--- src/rtl/lcdnib_pkg.sv ---
`timescale 1ns / 1ps

package lcdnib_pkg;

	// Request kinds as they arrive on the request channel
	localparam logic [1:0] KIND_INIT = 2'd0;
	localparam logic [1:0] KIND_CHAR = 2'd1;
	localparam logic [1:0] KIND_POS  = 2'd2;

	// Depth of the queue between front and back
	localparam int QUEUE_DEPTH = 2;

	// Sequencer step counter
	localparam int          STEP_W    = 4;
	localparam logic [3:0]  INIT_LAST = 4'd13;

	// Waits in microseconds
	localparam int          WAIT_W        = 14;
	localparam logic [13:0] WAIT_NONE     = 14'd0;
	localparam logic [13:0] WAIT_POWER_UP = 14'd15000;
	localparam logic [13:0] WAIT_WAKE_ONE = 14'd5000;
	localparam logic [13:0] WAIT_WAKE_TWO = 14'd200;
	localparam logic [13:0] WAIT_CMD      = 14'd37;
	localparam logic [13:0] WAIT_DATA     = 14'd41;
	localparam logic [13:0] WAIT_CLEAR    = 14'd10000;

	// Instruction bytes used by the init run and position requests
	localparam logic [7:0] CMD_CLEAR    = 8'h01;
	localparam logic [7:0] CMD_ENTRY    = 8'h04;
	localparam logic [7:0] CMD_DISPLAY  = 8'h08;
	localparam logic [7:0] CMD_FUNCTION = 8'h20;
	localparam logic [7:0] CMD_DDRAM    = 8'h80;

	localparam logic [7:0] INIT_FUNC  = CMD_FUNCTION | 8'h08;
	localparam logic [7:0] INIT_OFF   = CMD_DISPLAY;
	localparam logic [7:0] INIT_ENTRY = CMD_ENTRY | 8'h02;
	localparam logic [7:0] INIT_ON    = CMD_DISPLAY | 8'h07;

	// Work item held in the queue
	typedef enum logic [1:0] {
		OP_INIT,
		OP_DATA,
		OP_ADDR
	} op_t;

	typedef struct packed {
		op_t        op;
		logic [7:0] code;
	} cmd_t;

	// One bus transfer
	typedef struct packed {
		logic [3:0]        nibble;
		logic              reg_select;
		logic [WAIT_W-1:0] pre_wait_us;
		logic [WAIT_W-1:0] post_wait_us;
		logic              last;
	} xfer_t;

	typedef struct packed {
		logic [3:0]        nibble;
		logic [WAIT_W-1:0] pre;
		logic [WAIT_W-1:0] post;
	} init_entry_t;

	// Init run: wake-up nibbles, then five bytes high nibble first
	function automatic init_entry_t init_xfer(logic [STEP_W-1:0] idx);
		init_entry_t e;
		e.pre  = WAIT_NONE;
		e.post = WAIT_NONE;
		case (idx)
			4'd0: begin
				e.nibble = 4'h3;
				e.pre    = WAIT_POWER_UP;
				e.post   = WAIT_WAKE_ONE;
			end
			4'd1: begin
				e.nibble = 4'h3;
				e.post   = WAIT_WAKE_TWO;
			end
			4'd2: begin
				e.nibble = 4'h3;
				e.post   = WAIT_CMD;
			end
			4'd3: begin
				e.nibble = 4'h2;
				e.post   = WAIT_CMD;
			end
			4'd4:  e.nibble = INIT_FUNC[7:4];
			4'd5: begin
				e.nibble = INIT_FUNC[3:0];
				e.post   = WAIT_CMD;
			end
			4'd6:  e.nibble = INIT_OFF[7:4];
			4'd7: begin
				e.nibble = INIT_OFF[3:0];
				e.post   = WAIT_CMD;
			end
			4'd8:  e.nibble = CMD_CLEAR[7:4];
			4'd9: begin
				e.nibble = CMD_CLEAR[3:0];
				e.post   = WAIT_CLEAR;
			end
			4'd10: e.nibble = INIT_ENTRY[7:4];
			4'd11: begin
				e.nibble = INIT_ENTRY[3:0];
				e.post   = WAIT_CMD;
			end
			4'd12: e.nibble = INIT_ON[7:4];
			4'd13: begin
				e.nibble = INIT_ON[3:0];
				e.post   = WAIT_CMD;
			end
			default: e.nibble = 4'h0;
		endcase
		return e;
	endfunction

endpackage

--- src/rtl/lcdnib_if.sv ---
`timescale 1ns / 1ps

// Request channel
interface lcdnib_req_if;
	logic       valid;
	logic       ready;
	logic [1:0] kind;
	logic [7:0] char_code;
	logic [5:0] column;
	logic       line;

	modport source (output valid, output kind, output char_code, output column,
		output line, input ready);
	modport sink (input valid, input kind, input char_code, input column,
		input line, output ready);
endinterface

// Bus transfer channel
interface lcdnib_xfer_if;
	logic        valid;
	logic        ready;
	logic [3:0]  nibble;
	logic        reg_select;
	logic [13:0] pre_wait_us;
	logic [13:0] post_wait_us;
	logic        last;

	modport source (output valid, output nibble, output reg_select,
		output pre_wait_us, output post_wait_us, output last, input ready);
	modport sink (input valid, input nibble, input reg_select,
		input pre_wait_us, input post_wait_us, input last, output ready);
endinterface

--- src/rtl/lcdnib_front.sv ---
`timescale 1ns / 1ps

module lcdnib_front (
	lcdnib_req_if.sink        req,
	input  logic              full,
	output logic              push,
	output lcdnib_pkg::cmd_t  push_cmd
);

	logic known;

	// Take a request whenever the queue has room
	assign req.ready = !full;

	// Classify the request and build the byte it carries
	always_comb begin
		known         = 1'b1;
		push_cmd.op   = lcdnib_pkg::OP_INIT;
		push_cmd.code = 8'h00;
		case (req.kind)
			lcdnib_pkg::KIND_INIT: begin
				push_cmd.op = lcdnib_pkg::OP_INIT;
			end
			lcdnib_pkg::KIND_CHAR: begin
				push_cmd.op   = lcdnib_pkg::OP_DATA;
				push_cmd.code = req.char_code;
			end
			lcdnib_pkg::KIND_POS: begin
				// row adds 64, the sum is 7 bits wide
				push_cmd.op   = lcdnib_pkg::OP_ADDR;
				push_cmd.code = {lcdnib_pkg::CMD_DDRAM[7], req.line, req.column};
			end
			default: begin
				// reserved kind: taken and dropped
				known = 1'b0;
			end
		endcase
	end

	assign push = req.valid && req.ready && known;

endmodule

--- src/rtl/lcdnib_queue.sv ---
`timescale 1ns / 1ps

module lcdnib_queue #(
	parameter int DEPTH = lcdnib_pkg::QUEUE_DEPTH
) (
	input  logic              clk,
	input  logic              arst_n,
	input  logic              push,
	input  lcdnib_pkg::cmd_t  push_cmd,
	output logic              full,
	input  logic              pop,
	output logic              pop_valid,
	output lcdnib_pkg::cmd_t  pop_cmd
);

	localparam int IDX_W = (DEPTH > 1) ? $clog2(DEPTH) : 1;
	localparam int CNT_W = $clog2(DEPTH + 1);
	localparam logic [IDX_W-1:0] IDX_LAST = IDX_W'(DEPTH - 1);
	localparam logic [CNT_W-1:0] CNT_FULL = CNT_W'(DEPTH);

	lcdnib_pkg::cmd_t  entry_q [DEPTH];
	logic [IDX_W-1:0]  wr_ptr_q;
	logic [IDX_W-1:0]  rd_ptr_q;
	logic [CNT_W-1:0]  count_q;

	assign full      = (count_q == CNT_FULL);
	assign pop_valid = (count_q != '0);
	assign pop_cmd   = entry_q[rd_ptr_q];

	// Entry storage
	always_ff @(posedge clk) begin
		if (push) begin
			entry_q[wr_ptr_q] <= push_cmd;
		end
	end

	// Pointers and fill count
	always_ff @(posedge clk or negedge arst_n) begin
		if (!arst_n) begin
			wr_ptr_q <= '0;
			rd_ptr_q <= '0;
			count_q  <= '0;
		end else begin
			if (push) begin
				wr_ptr_q <= (wr_ptr_q == IDX_LAST) ? '0 : wr_ptr_q + 1'b1;
			end
			if (pop) begin
				rd_ptr_q <= (rd_ptr_q == IDX_LAST) ? '0 : rd_ptr_q + 1'b1;
			end
			if (push && !pop) begin
				count_q <= count_q + 1'b1;
			end else if (pop && !push) begin
				count_q <= count_q - 1'b1;
			end
		end
	end

	// Checks
	a_no_push_full: assert property (@(posedge clk) disable iff (!arst_n)
		push |-> !full || pop)
		else $error("queue written while full");

	a_no_pop_empty: assert property (@(posedge clk) disable iff (!arst_n)
		pop |-> pop_valid)
		else $error("queue read while empty");

endmodule

--- src/rtl/lcdnib_back.sv ---
`timescale 1ns / 1ps

module lcdnib_back (
	input  logic              clk,
	input  logic              arst_n,
	input  logic              cmd_valid,
	input  lcdnib_pkg::cmd_t  cmd,
	output logic              pop,
	lcdnib_xfer_if.source     xfer
);

	logic                            busy_q;
	lcdnib_pkg::cmd_t                cmd_q;
	logic [lcdnib_pkg::STEP_W-1:0]   step_q;
	logic                            out_valid_q;
	lcdnib_pkg::xfer_t               xfer_q;

	lcdnib_pkg::xfer_t               cur;
	lcdnib_pkg::init_entry_t         ie;
	logic                            load;

	// Output slot is free or being emptied this cycle
	assign load = !out_valid_q || xfer.ready;

	// Transfer for the current step
	always_comb begin
		ie               = lcdnib_pkg::init_xfer(step_q);
		cur.nibble       = ie.nibble;
		cur.reg_select   = 1'b0;
		cur.pre_wait_us  = ie.pre;
		cur.post_wait_us = ie.post;
		cur.last         = (step_q == lcdnib_pkg::INIT_LAST);
		if (cmd_q.op != lcdnib_pkg::OP_INIT) begin
			// byte request: high nibble on step 0, low nibble on step 1
			cur.nibble       = step_q[0] ? cmd_q.code[3:0] : cmd_q.code[7:4];
			cur.reg_select   = (cmd_q.op == lcdnib_pkg::OP_DATA);
			cur.pre_wait_us  = lcdnib_pkg::WAIT_NONE;
			cur.post_wait_us = lcdnib_pkg::WAIT_NONE;
			if (step_q[0]) begin
				cur.post_wait_us = (cmd_q.op == lcdnib_pkg::OP_DATA) ?
					lcdnib_pkg::WAIT_DATA : lcdnib_pkg::WAIT_CMD;
			end
			cur.last = step_q[0];
		end
	end

	// Fetch the next request when idle or on the last step of this one
	assign pop = cmd_valid && (!busy_q || (load && cur.last));

	// Sequencer state
	always_ff @(posedge clk or negedge arst_n) begin
		if (!arst_n) begin
			busy_q <= 1'b0;
			step_q <= '0;
		end else begin
			if (load && busy_q) begin
				step_q <= step_q + 1'b1;
				if (cur.last) begin
					busy_q <= 1'b0;
				end
			end
			if (pop) begin
				busy_q <= 1'b1;
				step_q <= '0;
			end
		end
	end

	always_ff @(posedge clk) begin
		if (pop) begin
			cmd_q <= cmd;
		end
	end

	// Output register
	always_ff @(posedge clk or negedge arst_n) begin
		if (!arst_n) begin
			out_valid_q <= 1'b0;
		end else if (load) begin
			out_valid_q <= busy_q;
		end
	end

	always_ff @(posedge clk) begin
		if (load && busy_q) begin
			xfer_q <= cur;
		end
	end

	assign xfer.valid        = out_valid_q;
	assign xfer.nibble       = xfer_q.nibble;
	assign xfer.reg_select   = xfer_q.reg_select;
	assign xfer.pre_wait_us  = xfer_q.pre_wait_us;
	assign xfer.post_wait_us = xfer_q.post_wait_us;
	assign xfer.last         = xfer_q.last;

	// Checks
	a_step_range: assert property (@(posedge clk) disable iff (!arst_n)
		busy_q |-> step_q <= lcdnib_pkg::INIT_LAST)
		else $error("init step beyond end of run");

	a_byte_two_steps: assert property (@(posedge clk) disable iff (!arst_n)
		busy_q && cmd_q.op != lcdnib_pkg::OP_INIT |-> step_q <= 4'd1)
		else $error("byte request beyond two transfers");

	a_first_step: assert property (@(posedge clk) disable iff (!arst_n)
		pop |=> busy_q && step_q == '0)
		else $error("fetched request did not start at step zero");

endmodule

--- src/rtl/char_lcd_nibble_sequencer_top.sv ---
`timescale 1ns / 1ps

// Channel | Role   | Payload
// req     | sink   | kind, char_code, column, line
// xfer    | source | nibble, reg_select, pre_wait_us, post_wait_us, last
//
// An init request emits 14 transfers, a character or position request 2:
// the back output register emits one transfer per cycle unless xfer stalls.
// Queue, fetch and output registers lie between a request and its transfers.
// Reset clears the queue, the sequencer and the output valid at once.
// A stall on xfer holds the output; up to QUEUE_DEPTH requests wait meanwhile.
module char_lcd_nibble_sequencer_top #(
	parameter int QUEUE_DEPTH = lcdnib_pkg::QUEUE_DEPTH
) (
	input  logic          clk,
	input  logic          arst_n,
	lcdnib_req_if.sink    req,
	lcdnib_xfer_if.source xfer
);

	logic             push;
	lcdnib_pkg::cmd_t push_cmd;
	logic             full;
	logic             pop;
	logic             pop_valid;
	lcdnib_pkg::cmd_t pop_cmd;

	// Front: accept and classify
	lcdnib_front u_front (
		.req      (req),
		.full     (full),
		.push     (push),
		.push_cmd (push_cmd)
	);

	// Queue between front and back
	lcdnib_queue #(
		.DEPTH (QUEUE_DEPTH)
	) u_queue (
		.clk       (clk),
		.arst_n    (arst_n),
		.push      (push),
		.push_cmd  (push_cmd),
		.full      (full),
		.pop       (pop),
		.pop_valid (pop_valid),
		.pop_cmd   (pop_cmd)
	);

	// Back: transfer sequencer
	lcdnib_back u_back (
		.clk       (clk),
		.arst_n    (arst_n),
		.cmd_valid (pop_valid),
		.cmd       (pop_cmd),
		.pop       (pop),
		.xfer      (xfer)
	);

endmodule
--- src/flat_wrapper.sv ---
// flat-port wrapper written by rule: the top's interface ports become plain ports
module char_lcd_nibble_sequencer_top_flat 
#(
	parameter int QUEUE_DEPTH = lcdnib_pkg::QUEUE_DEPTH
)
  (clk, arst_n, req_valid, req_kind, req_char_code, req_column, req_line, req_ready, xfer_valid, xfer_nibble, xfer_reg_select, xfer_pre_wait_us, xfer_post_wait_us, xfer_last, xfer_ready);
  lcdnib_req_if req_i ();
  lcdnib_xfer_if xfer_i ();
  input  logic clk;
  input  logic arst_n;
  input wire logic [$bits(req_i.valid)-1:0] req_valid;
  input wire logic [$bits(req_i.kind)-1:0] req_kind;
  input wire logic [$bits(req_i.char_code)-1:0] req_char_code;
  input wire logic [$bits(req_i.column)-1:0] req_column;
  input wire logic [$bits(req_i.line)-1:0] req_line;
  output wire logic [$bits(req_i.ready)-1:0] req_ready;
  output wire logic [$bits(xfer_i.valid)-1:0] xfer_valid;
  output wire logic [$bits(xfer_i.nibble)-1:0] xfer_nibble;
  output wire logic [$bits(xfer_i.reg_select)-1:0] xfer_reg_select;
  output wire logic [$bits(xfer_i.pre_wait_us)-1:0] xfer_pre_wait_us;
  output wire logic [$bits(xfer_i.post_wait_us)-1:0] xfer_post_wait_us;
  output wire logic [$bits(xfer_i.last)-1:0] xfer_last;
  input wire logic [$bits(xfer_i.ready)-1:0] xfer_ready;
  assign req_i.valid = req_valid;
  assign req_i.kind = req_kind;
  assign req_i.char_code = req_char_code;
  assign req_i.column = req_column;
  assign req_i.line = req_line;
  assign req_ready = req_i.ready;
  assign xfer_valid = xfer_i.valid;
  assign xfer_nibble = xfer_i.nibble;
  assign xfer_reg_select = xfer_i.reg_select;
  assign xfer_pre_wait_us = xfer_i.pre_wait_us;
  assign xfer_post_wait_us = xfer_i.post_wait_us;
  assign xfer_last = xfer_i.last;
  assign xfer_i.ready = xfer_ready;
  char_lcd_nibble_sequencer_top #(.QUEUE_DEPTH(QUEUE_DEPTH)) u_core (.clk(clk), .arst_n(arst_n), .req(req_i), .xfer(xfer_i));
endmodule
--- config.mk ---
export PLATFORM = sky130hd
export DESIGN_NAME = char_lcd_nibble_sequencer_top_flat
export DESIGN_NICKNAME = d
export VERILOG_FILES = /design/src/rtl/lcdnib_pkg.sv /design/src/rtl/lcdnib_if.sv /design/src/rtl/lcdnib_front.sv /design/src/rtl/lcdnib_queue.sv /design/src/rtl/lcdnib_back.sv /design/src/rtl/char_lcd_nibble_sequencer_top.sv /design/src/flat_wrapper.sv
export SDC_FILE = /design/constraint.sdc
export NUM_CORES = 1
export LEC_CHECK = 0
export ABC_AREA = 1
export BUFFER_PORTS_ARGS = -buffer_cell sky130_fd_sc_hd__buf_2
export CAP_MARGIN = 20
export CORE_ASPECT_RATIO = 0.8
export CORE_UTILIZATION = 50
export DETAILED_ROUTE_END_ITERATION = 12
export PLACE_DENSITY_LB_ADDON = 0.12
export SETUP_SLACK_MARGIN = 0.4
export SYNTH_ARGS = -nofsm -noshare
export SYNTH_HDL_FRONTEND = slang
export SYNTH_SLANG_ARGS = --single-unit
--- constraint.sdc ---
create_clock -name clk -period 2.45 [get_ports clk]
set_input_delay 0.1225 -clock clk [delete_from_list [all_inputs] [get_ports clk]]
set_output_delay 0.1225 -clock clk [all_outputs]
set_load 0.02 [all_outputs]
==> results.txt, run 1 <==
The final number of max-transition violations was 0; the clock-pin slew on the worst setup and hold paths was 0.09 ns. The total number of H-tree levels is 2. In this run switching power makes up 39.5% of total power. TritonCTS built the clock tree. The logs give 1,511 for the number of global-route vias before repair and 54.2% for the initial core utilization. The number of nets still failing antenna checks after routing was 0; the post-route minimum period was 1.91 ns.

For this run, design rule violations remaining after detail routing come to 0. For this design, the sink count on the clock tree is 54. The routed design has 3920 um of wire. The clock group share of total power is 15.5%.

For the arrival time reported for the critical path endpoint, the log shows 1.97 ns. Dividing the detail-routed via count by the number of cells gives 4.74. The total overflow left after global routing is 0. The run gives 43.4% as the portion of total power attributed to sequential cells. The run finished with clean final reports. The tightest hold path in the finished design has a slack of 0.114 ns. For this run, the total global-route usage over all layers was measured as 16.7%. Standard cell core area: 4760 um^2.

The tools report the netlist area before placement as 2580 um^2. The depth of the most critical reg-to-reg path is 7. Adding up every negative setup slack in the final design gives 0 ns.

For the final weighted congestion in routability-driven placement, the log shows 0.956. Compared with the post-synthesis result, the final layout area differs by 13.7%. For the via count, the log shows 1,667.

The run gives 2.51 ns as the required time reported for the critical path endpoint. For this design the ratio of total power to cell area is 1280 nW/um^2. The critical path launch point type is a register. The critical-path maximum fanout was 11; the relative slew slack was 62.4%. The detailed router's first-iteration violation count was 95; the share of the clock period used by the worst path after layout was 77.9%.

Entering global routing, the biggest net connects 17 pins. The floorplan die height came out at 66.2 um. Detailed placement finished with a half-perimeter wire length of 2780 um. The share of the Yosys chip area taken by registers is 60.9%. The number of antenna diodes in the final layout is 0. The most common flop cell mapped by yosys was edfxtp_1. For the pin with the worst max-slew slack, the measured transition is 0.563 ns.

On the final layout, the worst clock skew is 0.00602 ns. The run gives 1.32 nW as the leakage power of the design. The tools report the initial antenna violation count as 0.

Pin placement for this block handled 57 I/O pins. After floorplanning, the core was divided into 22 placement rows. The combinational power share was 41.2%; the share of synthesized flip-flops with an asynchronous set or reset was 18.5%. Setup repair after global routing could not meet its margin everywhere.

For this run, the post-layout net count is 322. The cell count after synthesis was 248. The number of distinct library cell variants in the gate-level netlist after synthesis is 27, and the count of flip-flops with a built-in enable after synthesis is 44. The number of storage elements in the synthesis netlist is 54, and the number of failing hold endpoints at the final stage is 0.

In the final routed layout, each cell accounts on average for 11.1 um. The critical path is of the reg -> reg type. The instance count along the most critical hold path came out at 4. STA classifies the critical path endpoint as a register.

The yosys synthesis warning count is 0. Timing would allow up to 524 MHz. Clock latency on the worst-skew pair: 0.31 ns. The worst vdd rail ir drop is 0.776 mV, and the total die area is 5450 um^2.

The die extent in x was 82.3 um; the average size of a mapped cell was 10.4 um^2. The analysis attributes to net switching a power of 1.48 mW. The run gives 2.28 mW as the internal power consumption. Max-cap violations in this run came to 0. For the wire length of the first global-routing pass, the log shows 6590 um. The tree is rooted in a clkbuf_8. The tools report the total of endpoints with negative setup slack in the final report as 0. The type of the worst min-delay path is in -> reg. During placement, the flow inserted port buffers numbering 47. The buffer levels on the longest clock path is 2. The share of layout cells above drive strength 1 works out to 25.7%. The first TritonRoute pass finished after 4 iterations.

TritonCTS created 5 clock buffers.
==> cells in the mapped netlist, types with 2 or more instances <==
| master | count | area [um^2] |
|---|---|---|
| nor2_1 | 23 | 86.3 |
| buf_2 | 3 | 15.0 |
| xor2_1 | 4 | 35.0 |
| nand2_4 | 2 | 22.5 |
| inv_1 | 21 | 78.8 |
| edfxtp_1 | 44 | 1320 |
| o21ai_0 | 11 | 55.1 |
| dfrtp_1 | 10 | 250 |
| nand2_1 | 62 | 233 |
| ha_1 | 10 | 125 |
| nor3_1 | 2 | 10.0 |
| nand3_1 | 7 | 35.0 |
| buf_4 | 20 | 150 |
| nand2_2 | 3 | 18.8 |
| a21oi_1 | 12 | 60.1 |
| clkbuf_1 | 3 | 11.3 |
==> final timing paths <==
kind / from / endpoint / slack [ns]
max: u_core.u_back.step_q[0] / u_core.u_back.xfer.nibble[0] / 0.54
min: xfer_ready / u_core.u_back.xfer.valid / 0.11
max reg2reg: u_core.u_back.step_q[0] / u_core.u_back.xfer.nibble[0] / 0.54
min reg2reg: u_core.u_queue.count_q[0] / u_core.u_queue.count_q[0] / 0.51
max in group asynchronous: arst_n / u_core.u_queue.rd_ptr_q / 2.07
min in group asynchronous: arst_n / u_core.u_queue.count_q[1] / 0.18
==> layer usage <==
metal	up-vias	share of wire, %	track usage, %
met5	-	0	0
met4	0	2.2	8.55
met3	8	5.9	3.72
met2	64	45	27.5
met1	732	47	20.5
li1	863	-	-
==> registers in the layout, summed over array words and instances (netlist names) <==
register,count
u_core.u_back.busy_q,1
u_core.u_back.cmd_q,10
u_core.u_back.step_q,4
u_core.u_back.xfer.last,1
u_core.u_back.xfer.nibble,4
u_core.u_back.xfer.post_wait_us,7
u_core.u_back.xfer.pre_wait_us,1
u_core.u_back.xfer.reg_select,1
u_core.u_back.xfer.valid,1
u_core.u_queue.count_q,2
u_core.u_queue.entry_q,20
u_core.u_queue.rd_ptr_q,1
u_core.u_queue.wr_ptr_q,1
==> power by group through the flow <==
stage | clock network [mW] | registers [mW] | logic (mW)
5_1_grt | 0.633 | 1.69 | 1.75
3_5_place_dp | 0 | 1.66 | 1.47
4_1_cts | 0.594 | 1.63 | 1.50
6_report | 0.583 | 1.63 | 1.55
2_1_floorplan | 0 | 1.78 | 1.04
3_3_place_gp | 0 | 1.64 | 1.45
==> area by class of cell <==
cell class                 count  area (um^2)
multi-input combinational    152          785
clock buffer                   6         72.6
tap                           60         75.1
clock inverter                 2         37.5
timing repair buffer          55          298
inverter                      23         92.6
sequential                    54         1570
fill                         400         1830
==> critical path: stages (launching register included) <==
cell	delay, ns
dfrtp_1	0.41
buf_4	0.20
inv_1	0.12
ha_1	0.25
o21ai_0	0.29
nand2_1	0.12
a21oi_1	0.17
o22ai_1	0.09
==> layout by cell type, fill, tap and decap left out, drive strengths merged, types with 9 or more instances in the layout <==
| master | count |
|---|---|
| a21oi | 12 |
| buf | 54 |
| conb | 9 |
| dfrtp | 10 |
| edfxtp | 44 |
| ha | 10 |
| inv | 22 |
| nand2 | 67 |
| nor2 | 25 |
| o21ai | 11 |
==> cell families (layout without fill, tap and decap cells) <==
logic type                 after synthesis  after routing  synth area share (%)
and+or+nand+nor                        102            102                  16.6
DFF                                     54             54                  60.9
buffers and inverters                   50             86                  10.4
AOI/OAI and AO/OA                       26             26                  5.29
adders and majority gates               10             10                  4.85
xor gates and xnor gates                 5              5                  1.70
other                                    1              9                 0.145
==> per-stage QoR <==
stage	std cells	utilization (%)	setup slack [ns]	cell area [um^2]	power, mW
after floorplan	256	-	0.527	2610	2.82
after global placement	339	58.0	0.429	2760	3.09
after detailed placement	339	58.0	0.359	2760	3.13
after CTS	349	60.7	0.418	2890	3.72
after global routing	352	61.6	0.366	2930	4.07
final	352	61.6	0.542	2930	3.76
==> what timing repair did <==
action | 4_1_cts | 5_1_grt
resized for setup | 1 | 5
endpoints found under the setup margin | 1 | 1
setup buffers | 1 | 3
hold buffers | 1 | 0
endpoints found under the hold margin | 10 | 0
(Power assumes the default switching activity.)
==> inputs of run 2 (changes only) <==
Settings changed: CORE_UTILIZATION 50 to 48.
Clock period 2.45 ns to 1.7 ns, I/O delays scaled along.
==> run 2 against run 1 <==
Effect of this change: the run now ends with DRC, setup timing left; clock power grew 53%; clock skew shrank 0.0024 ns; sequential share of layout area fell by 7.1 points; die area up 4.1%; non-clock buffer count up 24; maximum frequency up 11%; cell area grew 15%; core utilization is 4.8 points higher; routed wire length increased by 20%; critical path depth rose by 6; worst setup slack got worse by 0.56 ns; largest power group is now combinational logic; highest routed layer unchanged.
==> results.txt, run 2 (same netlist as run 1, synthesis figures left out) <==
The flow ran to the end, but the final reports show violations. The final reports fail on DRC, setup timing. The reg-to-reg setup timing slack is -0.02 ns (-0.56 ns), and the first-pass iteration count of the detailed router is 8 (+4).

The nature of the critical path endpoint was a register. The number of flip-flops under the largest register name came out at 20 (unchanged). The clock tree root buffer cell was clkbuf_8. The register with the most flip-flops in the final layout is u_core.u_queue.entry_q.

The number of failing hold endpoints at the final stage was 0 (unchanged); the floorplan die height was 67.6 um (+2.0%). The arrival time reported for the critical path endpoint came out at 1.92 ns (-0.05 ns). The worst slack on hold paths is 0.0672 ns (-0.0467 ns), and the setup total negative slack is -0.0166 ns (-0.0166 ns). The run gives 354 (+4.4%) as the number of placed instances, taps included. The leakage power of the design was 1.52 nW (+15%). Leaving out fill and tap cells, the most frequent cells in the layout are nand2_1, buf_2, edfxtp_1. The half-perimeter wire length after placement is 2930 um (+5.3%). The run gives 4710 um (+20%) as the total wire length after detailed routing.

The total of endpoints with negative setup slack in the final report was 1 (+1); the worst path setup slack after routing was -0.0166 ns (-0.558 ns). TritonCTS built the clock tree. Final number of max-transition violations: 0 (unchanged). The number of vias per cell after detailed routing is 4.75 (+0.34%), and the die extent in x is 83.9 um (+2.0%).

The largest individual stage delay along the critical path comes from the cell dfrtp_1. The total die area was 5670 um^2 (+4.1%); the buffer levels on the longest clock path was 2 (unchanged). The number of global-route vias before repair was 1,640 (+8.5%). The most numerous cell type found on the critical path is nand2_4. The final net count is 347 (+7.8%).

The top achievable clock speed was 583 MHz (+11%); the maximum number of pins on one net before global-route repair was 19 (+2). The startpoint of the most critical register-to-register path was u_core.u_back.step_q[1]. The share of the clock period used by the worst path after layout was 101% (+23 points); the number of nets still failing antenna checks after routing was 0 (unchanged). The run gives 379 (+7.7%) as the number of cells in the finished layout apart from fillers. The TritonCTS buffer count was 5 (unchanged); the standard cell core area was 5090 um^2 (+7.0%). The critical path launch point type was a register. The worst setup skew after layout was 0.00360 ns (-0.00243 ns); the via count was 1,801 (+8.0%). The number of buffers and inverters on the critical path is 1 (-1). The wire length of the first global-routing pass was 7410 um (+12%). The tools report the I/O pin total as 57 (unchanged). The signed area change from the synthesized netlist to the final layout is 31.1%, and the cell row count is 23 (+4.5%).

The run gives 13 (+13) as the number of design rule violations left after detail routing. For the total of max-cap violations, the log shows 0 (unchanged). Post-route minimum period: 1.72 ns (-0.192 ns). The largest stage delay on the critical path was 0.40 ns (about the same). Initial core utilization: 50.6% (-3.5 points). In this design, the largest share of critical-path delay is due to simple AND/OR/NAND/NOR gates.

For the initial antenna violation count, the log shows 0 (unchanged). For the total number of H-tree levels, the log shows 2 (unchanged). The critical path is of the reg -> reg type. The logs give 0.686 mV (-11%) for the worst vdd rail ir drop and 0 (unchanged) for the number of antenna repair diodes. The tools report the final weighted congestion in routability-driven placement as 0.882 (-7.7%). The path class of the tightest hold or removal check is in -> reg. The detailed router's first-iteration violation count was 78 (-18%).

Setup repair after global routing could not meet its margin everywhere. The detailed-route wire length per cell is 12.4 um (+12%). The final total power is 6.45 mW (+71%).

Clock-pin slew on the worst setup and hold paths: 0.10 ns (about the same). Share of layout cells above drive strength 1: 39.4% (+14 points). The most common cell after layout, fill and taps aside was nand2_1.

The post-route core utilization was 66.3% (+4.8 points); the all-layer global routing usage was 17.3% (+0.57 points). The critical-path maximum fanout is 2 (-9), and the residual overflow from global routing is 0 (unchanged). Tracing the worst setup path back leads to its startpoint at u_core.u_back.step_q[1]. The power per cell area came out at 1910 nW/um^2 (+49%). The tools report the clock latency on the worst-skew pair as 0.31 ns (about the same).

In this run the most critical hold path is launched from xfer_ready. The required time reported for the critical path endpoint came out at 1.90 ns (-0.61 ns). The tools report the number of clock sinks seen by CTS as 54 (unchanged). Walking the worst path, the cells encountered are inv_2 -> ha_4 -> nand2_4 -> nor2_4 -> nand2_1 -> nand2_2 -> nand2_2 -> nand2_4 -> nand2_4 -> ha_4 -> a21oi_2 -> o21ai_1 -> xor2_1.

The number of input and output port buffers inserted was 47 (unchanged).
==> run 2: cell count changes in the layout (fill, tap and decap cells not counted), moves of 4 or more <==
cell and delta:
buf_4 +12, o21ai_0 -4, nand2_1 -5, buf_6 +6, nor2_1 -5, inv_1 -4
nor2_4 +5
==> run 2: metal layers <==
layer | global-route usage (%) | part of all wire (%) | vias up
met5 | 0 | 0 | -
met4 | 7.54 | 1.5 | 0
met3 | 3.55 | 4.8 | 7
met2 | 30.8 | 51 | 75
met1 | 20.8 | 43 | 807
li1 | - | - | 912
==> run 2: worst register-to-register path: stages, from the launching register on <==
cell	delay, ns
dfrtp_1	0.40
inv_2	0.08
ha_4	0.14
nand2_4	0.06
nor2_4	0.09
nand2_1	0.06
nand2_2	0.07
nand2_2	0.06
nand2_4	0.07
nand2_4	0.05
ha_4	0.21
a21oi_2	0.09
o21ai_1	0.08
xor2_1	0.14
==> run 2: final cells by class <==
cell class                      count  area, um^2
Timing Repair Buffer               79         571
Multi-Input combinational cell    152         926
Inverter                           23         105
Tap cell                           62        77.6
Clock inverter                      3        48.8
Fill cell                         385        1710
Clock buffer                        5        68.8
Sequential cell                    54        1570
Timing Repair inverter              1        11.3
==> run 2: metrics by stage <==
stage	setup WS, ns	cell area, um^2
after floorplan	-0.0253	2660
after global placement	0.0296	2910
after detailed placement	0.00589	2910
after CTS	-0.0249	3180
after global routing	-0.153	3380
final	-0.0166	3380
==> run 2: repair_timing <==
item	4_1_cts	5_1_grt
pin swaps	2	2
gates cloned	1	1
endpoints found under the setup margin	61	61
hold buffers	1	0
endpoints found under the hold margin	10	0
setup buffers	7	7
gates resized for setup	12	35
==> run 2: path summary, 6_finish.rpt <==
check,endpoint,depth (start not counted)
setup / recovery,u_core.u_queue.count_q[1],13
hold reg to reg,u_core.u_back.cmd_q[1],2
min in group asynchronous,u_core.u_queue.count_q[1],2
setup reg to reg,u_core.u_queue.count_q[1],13
hold / removal,u_core.u_back.xfer.valid,4
max in group asynchronous,u_core.u_back.step_q[0],2
==> run 2: report_power, final <==
group | total [mW] | leakage [nW] | switching (mW) | internal [mW]
clock | 0.890 | 0.0563 | 0.441 | 0.449
combinational | 3.23 | 0.914 | 1.89 | 1.34
sequential | 2.33 | 0.547 | 0.227 | 2.10
total | 6.45 | 1.52 | 2.56 | 3.89
==> inputs of run 3 (changes only) <==
Settings changed: REMOVE_ABC_BUFFERS set to 1.
==> run 3 against run 2 <==
Effect of this change: the flow still finishes with violations (DRC, setup timing); worst setup slack gained 0.0083 ns; sequential cell count unchanged; clock skew is essentially flat; register-to-register slack barely moved; sequential power is essentially flat; core utilization fell by 0.93 points; combinational power hardly changed; critical path depth is the same; final cell count rose by 1.1%; count of clock-buffer cells in the layout is the same; worst hold slack gained 0.019 ns; maximum frequency is 0.49% higher; critical endpoint unchanged; largest cell class unchanged; largest power group unchanged; highest routed layer unchanged.
==> results.txt, run 3 (same netlist as run 1, synthesis figures left out) <==
The worst slack on hold paths is 0.0863 ns (+0.0191 ns). All-layer global routing usage: 16.1% (-1.2 points). The tools report the critical path launch point type as a register. The power per cell area is 1930 nW/um^2 (+0.85%), and the share of the clock period used by the worst path after layout is 100% (-0.49 points).

For the number of nets still failing antenna checks after routing, the log shows 0 (unchanged). The final number of max-transition violations is 0 (unchanged), and the floorplan die height is 67.6 um (unchanged). The critical-path maximum fanout was 2 (unchanged). The number of cells in the finished layout apart from fillers came out at 383 (+1.1%). Post-route core utilization: 65.4% (-0.93 points). Relative to the synthesized area, the layout overhead comes to 29.2%. The number of antenna repair diodes is 0 (unchanged).

The checks that failed: DRC, setup timing. The number of input and output port buffers inserted was 47 (unchanged). The run gives 0.00343 ns (-0.000171 ns) as the worst setup skew after layout. Cell area after layout: 3330 um^2 (-1.4%). Leaving out fill and tap cells, the most frequent cell in the layout is nand2_1. Setup repair after global routing could not meet its margin everywhere.

TritonCTS built the clock tree. The required time reported for the critical path endpoint was 1.90 ns (about the same); the cell row count was 23 (unchanged). Number of global-route vias before repair: 1,478 (-9.9%). STA classifies the critical path endpoint as a register. The category of the critical setup timing path is reg -> reg.

The logs give 1.50 nW (-1.4%) for the leakage power of the design and 54 (unchanged) for the number of clock sinks seen by CTS. Clock latency on the worst-skew pair: 0.31 ns (about the same). Top achievable clock speed: 585 MHz (+0.49%).

The number of vias per cell after detailed routing came out at 4.63 (-2.5%). The tree is rooted in a clkbuf_8. The most critical setup path has its startpoint at u_core.u_back.step_q[1]. Type of the worst min-delay path: in -> reg. The final weighted congestion in routability-driven placement was 0.816 (-7.6%). The run gives 8 (unchanged) as the first-pass iteration count of the detailed router. The run gives 351 (+1.2%) as the final net count. The worst register-to-register path begins at u_core.u_back.step_q[1].

The total number of H-tree levels was 2 (unchanged); the share of layout cells above drive strength 1 was 40.2% (+0.75 points). The residual overflow from global routing is 0 (unchanged), and the largest stage delay on the critical path is 0.40 ns (about the same). The initial antenna violation count was 0 (unchanged); the initial core utilization was 50.6% (unchanged). Traced cell by cell, the critical path runs through inv_2 -> ha_4 -> nand2_2 -> nor2_2 -> nand2_1 -> nand2_2 -> nand2_2 -> nand2_4 -> nand2_4 -> ha_4 -> a21oi_2 -> o21ai_1 -> xor2_1.

The run gives 0 (unchanged) as the total of max-cap violations. In the layout the commonest cells are nand2_1, buf_2, edfxtp_1. The I/O pin total came out at 57 (unchanged).

The cell type with the highest occurrence count on the critical path was nand2_2. The post-route minimum period is 1.71 ns (-0.00831 ns), and the total wire length after detailed routing is 4400 um (-6.7%). The wire length of the first global-routing pass is 6840 um (-7.6%). The logs give 1.91 ns (about the same) for the arrival time reported for the critical path endpoint and 0 (unchanged) for the number of failing hold endpoints at the final stage. The detailed router's first-iteration violation count is 79 (+1.3%). Total of endpoints with negative setup slack in the final report: 1 (unchanged). The run finished, with violations left. The run gives 5090 um^2 (unchanged) as the standard cell core area. Largest register by flop count: u_core.u_queue.entry_q. The clock-pin slew on the worst setup and hold paths works out to 0.09 ns (about the same). The total die area is 5670 um^2 (unchanged).

The detailed-route wire length per cell was 11.5 um (-7.7%). The cell with the largest stage delay on the worst path was dfrtp_1. The via count is 1,775 (-1.4%). Number of flip-flops under the largest register name: 20 (unchanged). The TritonCTS buffer count came out at 5 (unchanged). Number of design rule violations left after detail routing: 12 (-1).

The logs give 2990 um (+2.1%) for the half-perimeter wire length after placement and 19 (unchanged) for the maximum number of pins on one net before global-route repair. On the critical path the largest part of the delay comes from simple AND/OR/NAND/NOR gates. Die extent in x: 83.9 um (unchanged). Worst vdd rail ir drop: 0.946 mV (+38%). For the worst path setup slack after routing, the log shows -0.00834 ns (+0.00831 ns).

The startpoint identified for the worst hold timing path is xfer_ready. The number of buffers and inverters on the critical path was 1 (unchanged). The run gives 2900 um^2 (-0.30%) as the cell area after placement.

The pre-CTS worst setup slack was -0.165 ns (-0.171 ns); the buffer levels on the longest clock path was 2 (unchanged). Number of placed instances, taps included: 359 (+1.4%).
## run 3: what timing repair did
item,in CTS,in global routing
gates cloned,1,2
buffers inserted,2,10
endpoints found under the hold margin,10,0
endpoints found under the setup margin,44,63
hold buffers,1,0
pin swaps,0,12
gates resized for setup,16,42
## run 3: path summary, 6_finish.rpt
path,cells past startpoint,to,slack [ns]
setup / recovery,13,u_core.u_queue.count_q[1],-0.008
hold / removal,4,u_core.u_back.xfer.valid,0.09
setup reg to reg,13,u_core.u_queue.count_q[1],-0.008
hold reg to reg,1,u_core.u_queue.count_q[0],0.52
max in group asynchronous,2,u_core.u_queue.rd_ptr_q,1.34
min in group asynchronous,2,u_core.u_queue.count_q[0],0.16
## run 3: final cells by class
| class | count | area [um^2] |
|---|---|---|
| repair inverters | 1 | 8.76 |
| fillers | 395 | 1760 |
| clock buffers | 5 | 68.8 |
| inverters | 23 | 96.3 |
| repair buffers | 83 | 554 |
| clock inverters | 3 | 47.5 |
| flip-flops and latches | 54 | 1570 |
| multi-input cells | 152 | 906 |
| well taps | 62 | 77.6 |
## run 3: metal layers
layer,share of wire (%),global-route usage [%],wire [um]
met3,5.4,4.03,236
met5,0,0,0
met2,50,27.6,2190
met1,43,19.2,1900
met4,1.4,8.41,63
## run 3: stage by stage
step,TNS (ns),power (mW)
6_report,-0.00834,6.42
5_1_grt,-0.156,6.82
4_1_cts,0,5.91
3_5_place_dp,-0.197,4.81
3_3_place_gp,-0.0835,4.78
2_1_floorplan,-0.383,3.85
## run 3: report_power, final
part           switching, mW  internal, mW  total, mW
combinational           1.84          1.37       3.21
sequential             0.230          2.11       2.34
clock                  0.418         0.449      0.867
## run 3: tightest hold or removal path: stages
cell and delay, ns:
buf_2 0.08, inv_1 0.03, nand2_1 0.11, nand2_1 0.06
